===== config.mk =====
export PLATFORM = sky130hd
export DESIGN_NAME = otp_row_secded_codec_top
export DESIGN_NICKNAME = d
export VERILOG_FILES = /design/src/rtl/otpsec_pkg.sv /design/src/rtl/otpsec_datapath.sv /design/src/rtl/otp_row_secded_codec_top.sv
export SDC_FILE = /design/constraint.sdc
export NUM_CORES = 1
export LEC_CHECK = 0
export BUFFER_PORTS_ARGS = -buffer_cell sky130_fd_sc_hd__buf_2
export CAP_MARGIN = 15
export CORE_ASPECT_RATIO = 0.6
export CORE_MARGIN = 2
export CORE_UTILIZATION = 38
export CTS_CLUSTER_SIZE = 28
export DETAILED_ROUTE_END_ITERATION = 16
export GPL_ROUTABILITY_DRIVEN = 0
export PLACE_DENSITY = 0.58
export SLEW_MARGIN = 30
export SYNTH_ARGS = -nofsm -noshare
export SYNTH_HDL_FRONTEND = slang
export SYNTH_SLANG_ARGS = --single-unit

===== constraint.sdc =====
create_clock -name clk_i -period 6.4 [get_ports clk_i]
set_input_delay 0.96 -clock clk_i [delete_from_list [all_inputs] [get_ports clk_i]]
set_output_delay 0.96 -clock clk_i [all_outputs]
set_load 0.005 [all_outputs]

===== src/rtl/otpsec_pkg.sv =====
`default_nettype none

package otpsec_pkg;

  // Operation select
  localparam logic FUNC_ENCODE = 1'b0;
  localparam logic FUNC_DECODE = 1'b1;

  localparam int unsigned DATA_W = 16;
  localparam int unsigned CODE_W = 22;
  localparam int unsigned ROW_W  = 24;
  localparam int unsigned PAR_N  = 6;

  // Polarity field codes (row bits 23:22)
  localparam logic [1:0] POL_NONE = 2'b00;
  localparam logic [1:0] POL_BOTH = 2'b11;

  localparam logic [ROW_W-1:0] POL_HI = 24'h80_0000;
  localparam logic [ROW_W-1:0] POL_LO = 24'h40_0000;

  // Parity coverage masks; bit i of the row is covered when set
  localparam logic [CODE_W-1:0] PAR_MASK [PAR_N] = '{
    22'b0000001010110101011011,
    22'b0000000011011001101101,
    22'b0000001100011110001110,
    22'b0000000000011111110000,
    22'b0000001111100000000000,
    22'b0111111111111111111111
  };

  typedef enum logic [2:0] {
    ST_OK        = 3'd0,
    ST_BOTH_POL  = 3'd1,
    ST_NO_POL    = 3'd2,
    ST_SYN_POL   = 3'd3,
    ST_PERFECT   = 3'd4,
    ST_MULTI     = 3'd5,
    ST_BAD_SYN   = 3'd6,
    ST_FLIPS     = 3'd7
  } status_e;

  typedef struct packed {
    logic [CODE_W-1:0] word;
    status_e           status;
  } result_t;

  // Build the 22-bit code row; only the last parity bit also covers the other parity bits
  function automatic logic [CODE_W-1:0] enc_row(input logic [DATA_W-1:0] data);
    logic [CODE_W-1:0] row;
    row = {{(CODE_W-DATA_W){1'b0}}, data};
    for (int i = 0; i < PAR_N; i++) begin
      row[DATA_W+i] = ^(row & PAR_MASK[i]);
    end
    return row;
  endfunction

  // Syndrome to data-bit flip mask; zero where no data bit is named
  function automatic logic [DATA_W-1:0] syn_flip(input logic [4:0] syn);
    logic [DATA_W-1:0] flip;
    case (syn)
      5'd3:    flip = 16'h0001;
      5'd5:    flip = 16'h0002;
      5'd6:    flip = 16'h0004;
      5'd7:    flip = 16'h0008;
      5'd9:    flip = 16'h0010;
      5'd10:   flip = 16'h0020;
      5'd11:   flip = 16'h0040;
      5'd12:   flip = 16'h0080;
      5'd13:   flip = 16'h0100;
      5'd14:   flip = 16'h0200;
      5'd15:   flip = 16'h0400;
      5'd17:   flip = 16'h0800;
      5'd18:   flip = 16'h1000;
      5'd19:   flip = 16'h2000;
      5'd20:   flip = 16'h4000;
      5'd21:   flip = 16'h8000;
      default: flip = '0;
    endcase
    return flip;
  endfunction

  // True when at most one bit is set
  function automatic logic le_one_bit(input logic [ROW_W-1:0] v);
    return ((v & (v - 1'b1)) == '0);
  endfunction

endpackage

`default_nettype wire


===== src/rtl/otpsec_datapath.sv =====
`default_nettype none

module otpsec_datapath (
  input  logic                                func_i,
  input  logic [otpsec_pkg::ROW_W-1:0]        word_i,
  output otpsec_pkg::result_t                 result_o
);
  import otpsec_pkg::*;

  logic [1:0]        pol;
  logic              pol_single;
  logic [CODE_W-1:0] enc_a, enc_b;
  logic [ROW_W-1:0]  diff_a, diff_b;
  logic              match_a, match_b;
  logic [ROW_W-1:0]  src;
  logic [CODE_W-1:0] calc, diff;
  logic [4:0]        syn;
  logic              msb;
  logic [DATA_W-1:0] flip;
  logic [DATA_W-1:0] data;
  status_e           core_st;
  logic [CODE_W-1:0] chk;
  logic [ROW_W-1:0]  chk_diff, inv_diff;
  logic              chk_ok;

  assign pol        = word_i[23:22];
  assign pol_single = (pol != POL_NONE) && (pol != POL_BOTH);

  // Single polarity bit: try the row as stored and as inverted
  assign enc_a   = enc_row(word_i[DATA_W-1:0]);
  assign enc_b   = enc_row(~word_i[DATA_W-1:0]);
  assign diff_a  = word_i ^ {2'b00, enc_a};
  assign diff_b  = word_i ^ {2'b11, ~enc_b};
  assign match_a = (diff_a == POL_HI) || (diff_a == POL_LO);
  assign match_b = (diff_b == POL_HI) || (diff_b == POL_LO);

  // Normal path: un-invert when both polarity bits set, then syndrome
  assign src  = (pol == POL_BOTH) ? ~word_i : word_i;
  assign calc = enc_row(src[DATA_W-1:0]);
  assign diff = calc ^ src[CODE_W-1:0];
  assign syn  = diff[20:16];
  assign msb  = diff[21] ^ (^syn);
  assign flip = syn_flip(syn);

  // Decode status and candidate data
  always_comb begin
    data    = src[DATA_W-1:0];
    core_st = ST_OK;
    if (pol_single) begin
      if (match_a && match_b) begin
        core_st = ST_BOTH_POL;
      end else if (match_a) begin
        data = word_i[DATA_W-1:0];
      end else if (match_b) begin
        data = ~word_i[DATA_W-1:0];
      end else begin
        core_st = ST_NO_POL;
      end
    end else if (le_one_bit({2'b00, diff})) begin
      // clean row, or a single flip in the parity bits
      data = src[DATA_W-1:0];
    end else if (syn == 5'd1) begin
      core_st = ST_SYN_POL;
    end else if (!msb && (syn == '0)) begin
      core_st = ST_PERFECT;
    end else if (!msb) begin
      core_st = ST_MULTI;
    end else if (flip == '0) begin
      core_st = ST_BAD_SYN;
    end else begin
      data = src[DATA_W-1:0] ^ flip;
    end
  end

  // Final distance check of the answer against the raw row
  assign chk      = enc_row(data);
  assign chk_diff = word_i ^ {2'b00, chk};
  assign inv_diff = word_i ^ {2'b11, ~chk};
  assign chk_ok   = (le_one_bit(chk_diff) && (pol != POL_BOTH)) ||
                    (le_one_bit(inv_diff) && (pol != POL_NONE));

  // Result select
  always_comb begin
    if (func_i == FUNC_ENCODE) begin
      result_o.word   = enc_a;
      result_o.status = ST_OK;
    end else if (core_st != ST_OK) begin
      result_o.word   = '0;
      result_o.status = core_st;
    end else if (!chk_ok) begin
      result_o.word   = '0;
      result_o.status = ST_FLIPS;
    end else begin
      result_o.word   = {{(CODE_W-DATA_W){1'b0}}, data};
      result_o.status = ST_OK;
    end
  end

endmodule

`default_nettype wire


===== src/rtl/otp_row_secded_codec_top.sv =====
// OTP row SECDED(22,16) codec with polarity repair.
//
// Input channel (in_valid_i / in_ready_o) carries func_i and word_in_i:
// func_i = 0 encodes word_in_i[15:0] into a 22-bit row, func_i = 1 decodes
// a raw 24-bit row (polarity bits 23:22) into 16 data bits plus a status.
// Output channel (out_valid_o / out_ready_i) carries word_out_o and
// status_o; word_out_o is zero whenever status_o is nonzero.
//
// The result passes through the input register, then the result register,
// before it is offered on the output channel. Throughput: one item per
// cycle while out_ready_i is high, bounded by the single-pass parity/syndrome
// logic between the two registers.
// When the receiver stalls, the result register holds and the input
// register still takes one more item; in_ready_o drops only when both are
// full and out_ready_i is low.
// Reset (rst_ni low) empties both registers; no item is in flight after it.
`default_nettype none

module otp_row_secded_codec_top (
  input  logic        clk_i,
  input  logic        rst_ni,
  input  logic        in_valid_i,
  output logic        in_ready_o,
  input  logic        func_i,
  input  logic [23:0] word_in_i,
  output logic        out_valid_o,
  input  logic        out_ready_i,
  output logic [21:0] word_out_o,
  output logic [2:0]  status_o
);
  import otpsec_pkg::*;

  logic              in_valid_q, in_valid_d;
  logic              func_q;
  logic [ROW_W-1:0]  word_q;
  logic              out_valid_q, out_valid_d;
  result_t           res_d, res_q;
  logic              s1_ready, s2_ready;

  // Pipeline handshake
  assign s2_ready   = !out_valid_q || out_ready_i;
  assign s1_ready   = !in_valid_q || s2_ready;
  assign in_ready_o = s1_ready;

  always_comb begin
    in_valid_d  = s1_ready ? in_valid_i : in_valid_q;
    out_valid_d = s2_ready ? in_valid_q : out_valid_q;
  end

  always_ff @(posedge clk_i or negedge rst_ni) begin
    if (!rst_ni) begin
      in_valid_q  <= 1'b0;
      out_valid_q <= 1'b0;
    end else begin
      in_valid_q  <= in_valid_d;
      out_valid_q <= out_valid_d;
    end
  end

  // Input register
  always_ff @(posedge clk_i) begin
    if (in_valid_i && s1_ready) begin
      func_q <= func_i;
      word_q <= word_in_i;
    end
  end

  otpsec_datapath u_datapath (
    .func_i   (func_q),
    .word_i   (word_q),
    .result_o (res_d)
  );

  // Result register
  always_ff @(posedge clk_i) begin
    if (in_valid_q && s2_ready) begin
      res_q <= res_d;
    end
  end

  assign out_valid_o = out_valid_q;
  assign word_out_o  = res_q.word;
  assign status_o    = res_q.status;

endmodule

`default_nettype wire


==> results.json <==
{
  "status": "completed",
  "end_kind": "register",
  "avgSynthCellArea_um2": 9.746,
  "clkTransAtPathRegs_ps": 70,
  "utilization_pct": 48.29,
  "syn-instance-count": 488,
  "slew_headroom_pct": 55.21,
  "cts_sinks": 52,
  "die_width_um": 148.4,
  "start_util_pct": 39.17,
  "leakage_nw": 2.392,
  "num_rows": 31,
  "grt_usage_pct": 21.93,
  "ys_seq_area_share_pct": 32.62,
  "portBuffers": 55,
  "dpl.hpwl_um": 12060,
  "fmax_mhz": 160.2,
  "syn_to_final_growth_pct": 23.28,
  "synthTopCellsByArea": "edfxtp_1 32%, xnor2_1 13%, xnor3_1 7.1%",
  "synth_area_um2": 4756,
  "grt_max_degree": 27,
  "path_class": "register to register",
  "ys.flop_type": "edfxtp_1",
  "cts_buffer_depth": 2,
  "power_density_nw_per_um2": 509.9,
  "grt_antenna_before_repair": 0,
  "post-route-period-util_pct": 97.51,
  "wl_per_cell_um": 19.88,
  "drt_iter0_drc": 769,
  "skew_ps": 7.535,
  "vias": 4224,
  "final_cell_mix": "64 x xnor2_1, 58 x buf_4, 55 x buf_2, 50 x edfxtp_1, 49 x nor2_1",
  "path_cells": "xnor2_4 -> xnor3_2 -> nor2b_1 -> nor2_2 -> ha_1 -> xnor2_1 -> xnor2_1 -> xnor2_2 -> buf_4 -> xnor2_2 -> buf_4 -> nand4_1 -> a21oi_2 -> xnor3_1 -> xor3_2 -> nor4_4 -> a21oi_1 -> or4_4 -> nor3b_4 -> buf_4 -> nor2_4 -> o221ai_1",
  "cap_violations": 0,
  "viasPerCell": 5.625,
  "drv_slew": 0,
  "cts_buffers": 5,
  "die_h_um": 90.66,
  "first_global_vias": 3758,
  "cts_tree": "built",
  "first_pass_iters": 8,
  "htree_levels": 2,
  "yosys.area.top_type": "edfxtp_1",
  "n_fill_cell": 1130,
  "core_area_um2": 12140,
  "slowest_delay_ps": 560,
  "grt_overflow": 0,
  "critPathTopFamily": "XOR/XNOR gates",
  "critPathBufInv": 3,
  "drive_gt1_share_pct": 29.01,
  "cpMostUsedCell": "buf_4",
  "io_pins": 56,
  "worstSetupStartpointType": "register",
  "worst-endpoint-required_ps": 6530,
  "cts_hold_buffers": 0,
  "ys_ff_latch": 52,
  "holdWs_ps": 431.1,
  "num_antenna_cells": 0,
  "async_reset_ff_share_pct": 3.846,
  "cp_slowest_cell": "or4_4",
  "ys_types": 68,
  "yosysTopAreaCellShare_pct": 31.57,
  "min_period_ps": 6241,
  "insertion_delay_ps": 300,
  "ir_worst_vdd_mv": 0.2766,
  "mappedNetlistNets": 522,
  "die-area_um2": 13460,
  "ys_warn_count": 0,
  "route.detailed.drc": 0,
  "finalWirelength_um": 14930,
  "worstMarginPinSlew_ps": 667.0,
  "final_common_cell": "xnor2_1",
  "hold_viol": 0,
  "cp_max_fo": 11,
  "synth-edff-count": 50,
  "hold_path_class": "input port to asynchronous set/reset pin",
  "cp.arrival_ps": 6370,
  "final_net_count": 619,
  "setup_viol": 0,
  "root_buffer": "clkbuf_16",
  "grt_first_pass_wirelength_um": 22110,
  "ant_nets": 0
}
[area by class of cell]
type	instances	area [um^2]	area share, %
flip-flops and latches	52	1551	26.46
well taps	165	206.4	3.521
repair buffers	113	710.7	12.12
multi-input cells	389	3141	53.56
clock inverters	2	35.03	0.5975
clock buffers	6	128.9	2.198
inverters	24	90.09	1.536
[flip-flops by register name, indices dropped and copies added, names as in the netlist]
name         cells
word_out_o      22
word_q          24
in_valid_q       1
status_o         3
out_valid_o      1
func_q           1
[kinds of logic (layout without fill, tap and decap cells)]
kind of cell	Yosys count	count (layout)	synth area share, %
and+or+nand+nor	154	154	16.18
xor gates and xnor gates	111	111	27.26
AOI/OAI and AO/OA	108	108	16.18
DFF	52	52	32.62
buffers and inverters	47	145	4.131
muxes	10	10	2.105
adders and majority gates	6	6	1.526
[repair_timing]
item / CTS / global route
pin swaps: 0 / 8
endpoints found under the setup margin: 19 / 19
setup buffers: 0 / 7
resized for setup: 7 / 14
[power by group]
| group | total (mW) | internal (mW) | switching (mW) |
|---|---|---|---|
| combinational | 2.24 | 0.946 | 1.29 |
| clock | 0.306 | 0.184 | 0.122 |
| sequential | 0.444 | 0.424 | 0.0205 |
[synthesized netlist by cell type, types with 4 or more instances]
library cell	n
edfxtp_1	50
nand2_1	40
xor2_1	13
xnor2_1	72
nand4_1	7
xnor2_2	5
ha_1	5
a31oi_1	8
nand2b_1	8
o21ai_0	24
mux2i_1	10
nor3_1	7
nand3_1	14
a21oi_1	15
nor2_1	50
o22ai_1	5
and2_1	6
xnor3_1	15
buf_2	7
clkbuf_1	13
inv_1	24
o31ai_1	4
o221ai_2	10
o21ai_1	13
[through the flow]
stage | worst slack, ps | cell area, um^2 | setup TNS [ps] | power, mW | cells
floorplan | 82.31 | 4756 | 0 | 1.820 | 488
global placement | -97.85 | 5514 | -679.1 | 2.458 | 736
detailed placement | -224.3 | 5517 | -3128 | 2.477 | 736
CTS | 26.48 | 5728 | 0 | 2.811 | 744
global route | -17.13 | 5863 | -24.02 | 3.111 | 751
finish | 159.2 | 5863 | 0 | 2.990 | 751
[worst paths after layout]
path	from	slack (ps)	depth (start not counted)	endpoint
max in group asynchronous	rst_ni	5880	1	out_valid_o
max	word_q[7]	160	22	word_out_o[1]
min in group clk_i	in_valid_q	500	1	out_valid_o
min	rst_ni	430	1	in_valid_q
max reg2reg	word_q[7]	160	22	word_out_o[1]
min reg2reg	in_valid_q	500	1	out_valid_o
[per-layer routing]
| layer | GRT usage [%] | vias up | share of wire [%] |
|---|---|---|---|
| li1 | - | 1947 | - |
| met3 | 8.788 | 40 | 15 |
| met5 | 0 | - | 0 |
| met4 | 3.492 | 0 | 1.4 |
| met1 | 34.63 | 1950 | 47 |
| met2 | 27.70 | 287 | 37 |
(Power assumes the default switching activity.)
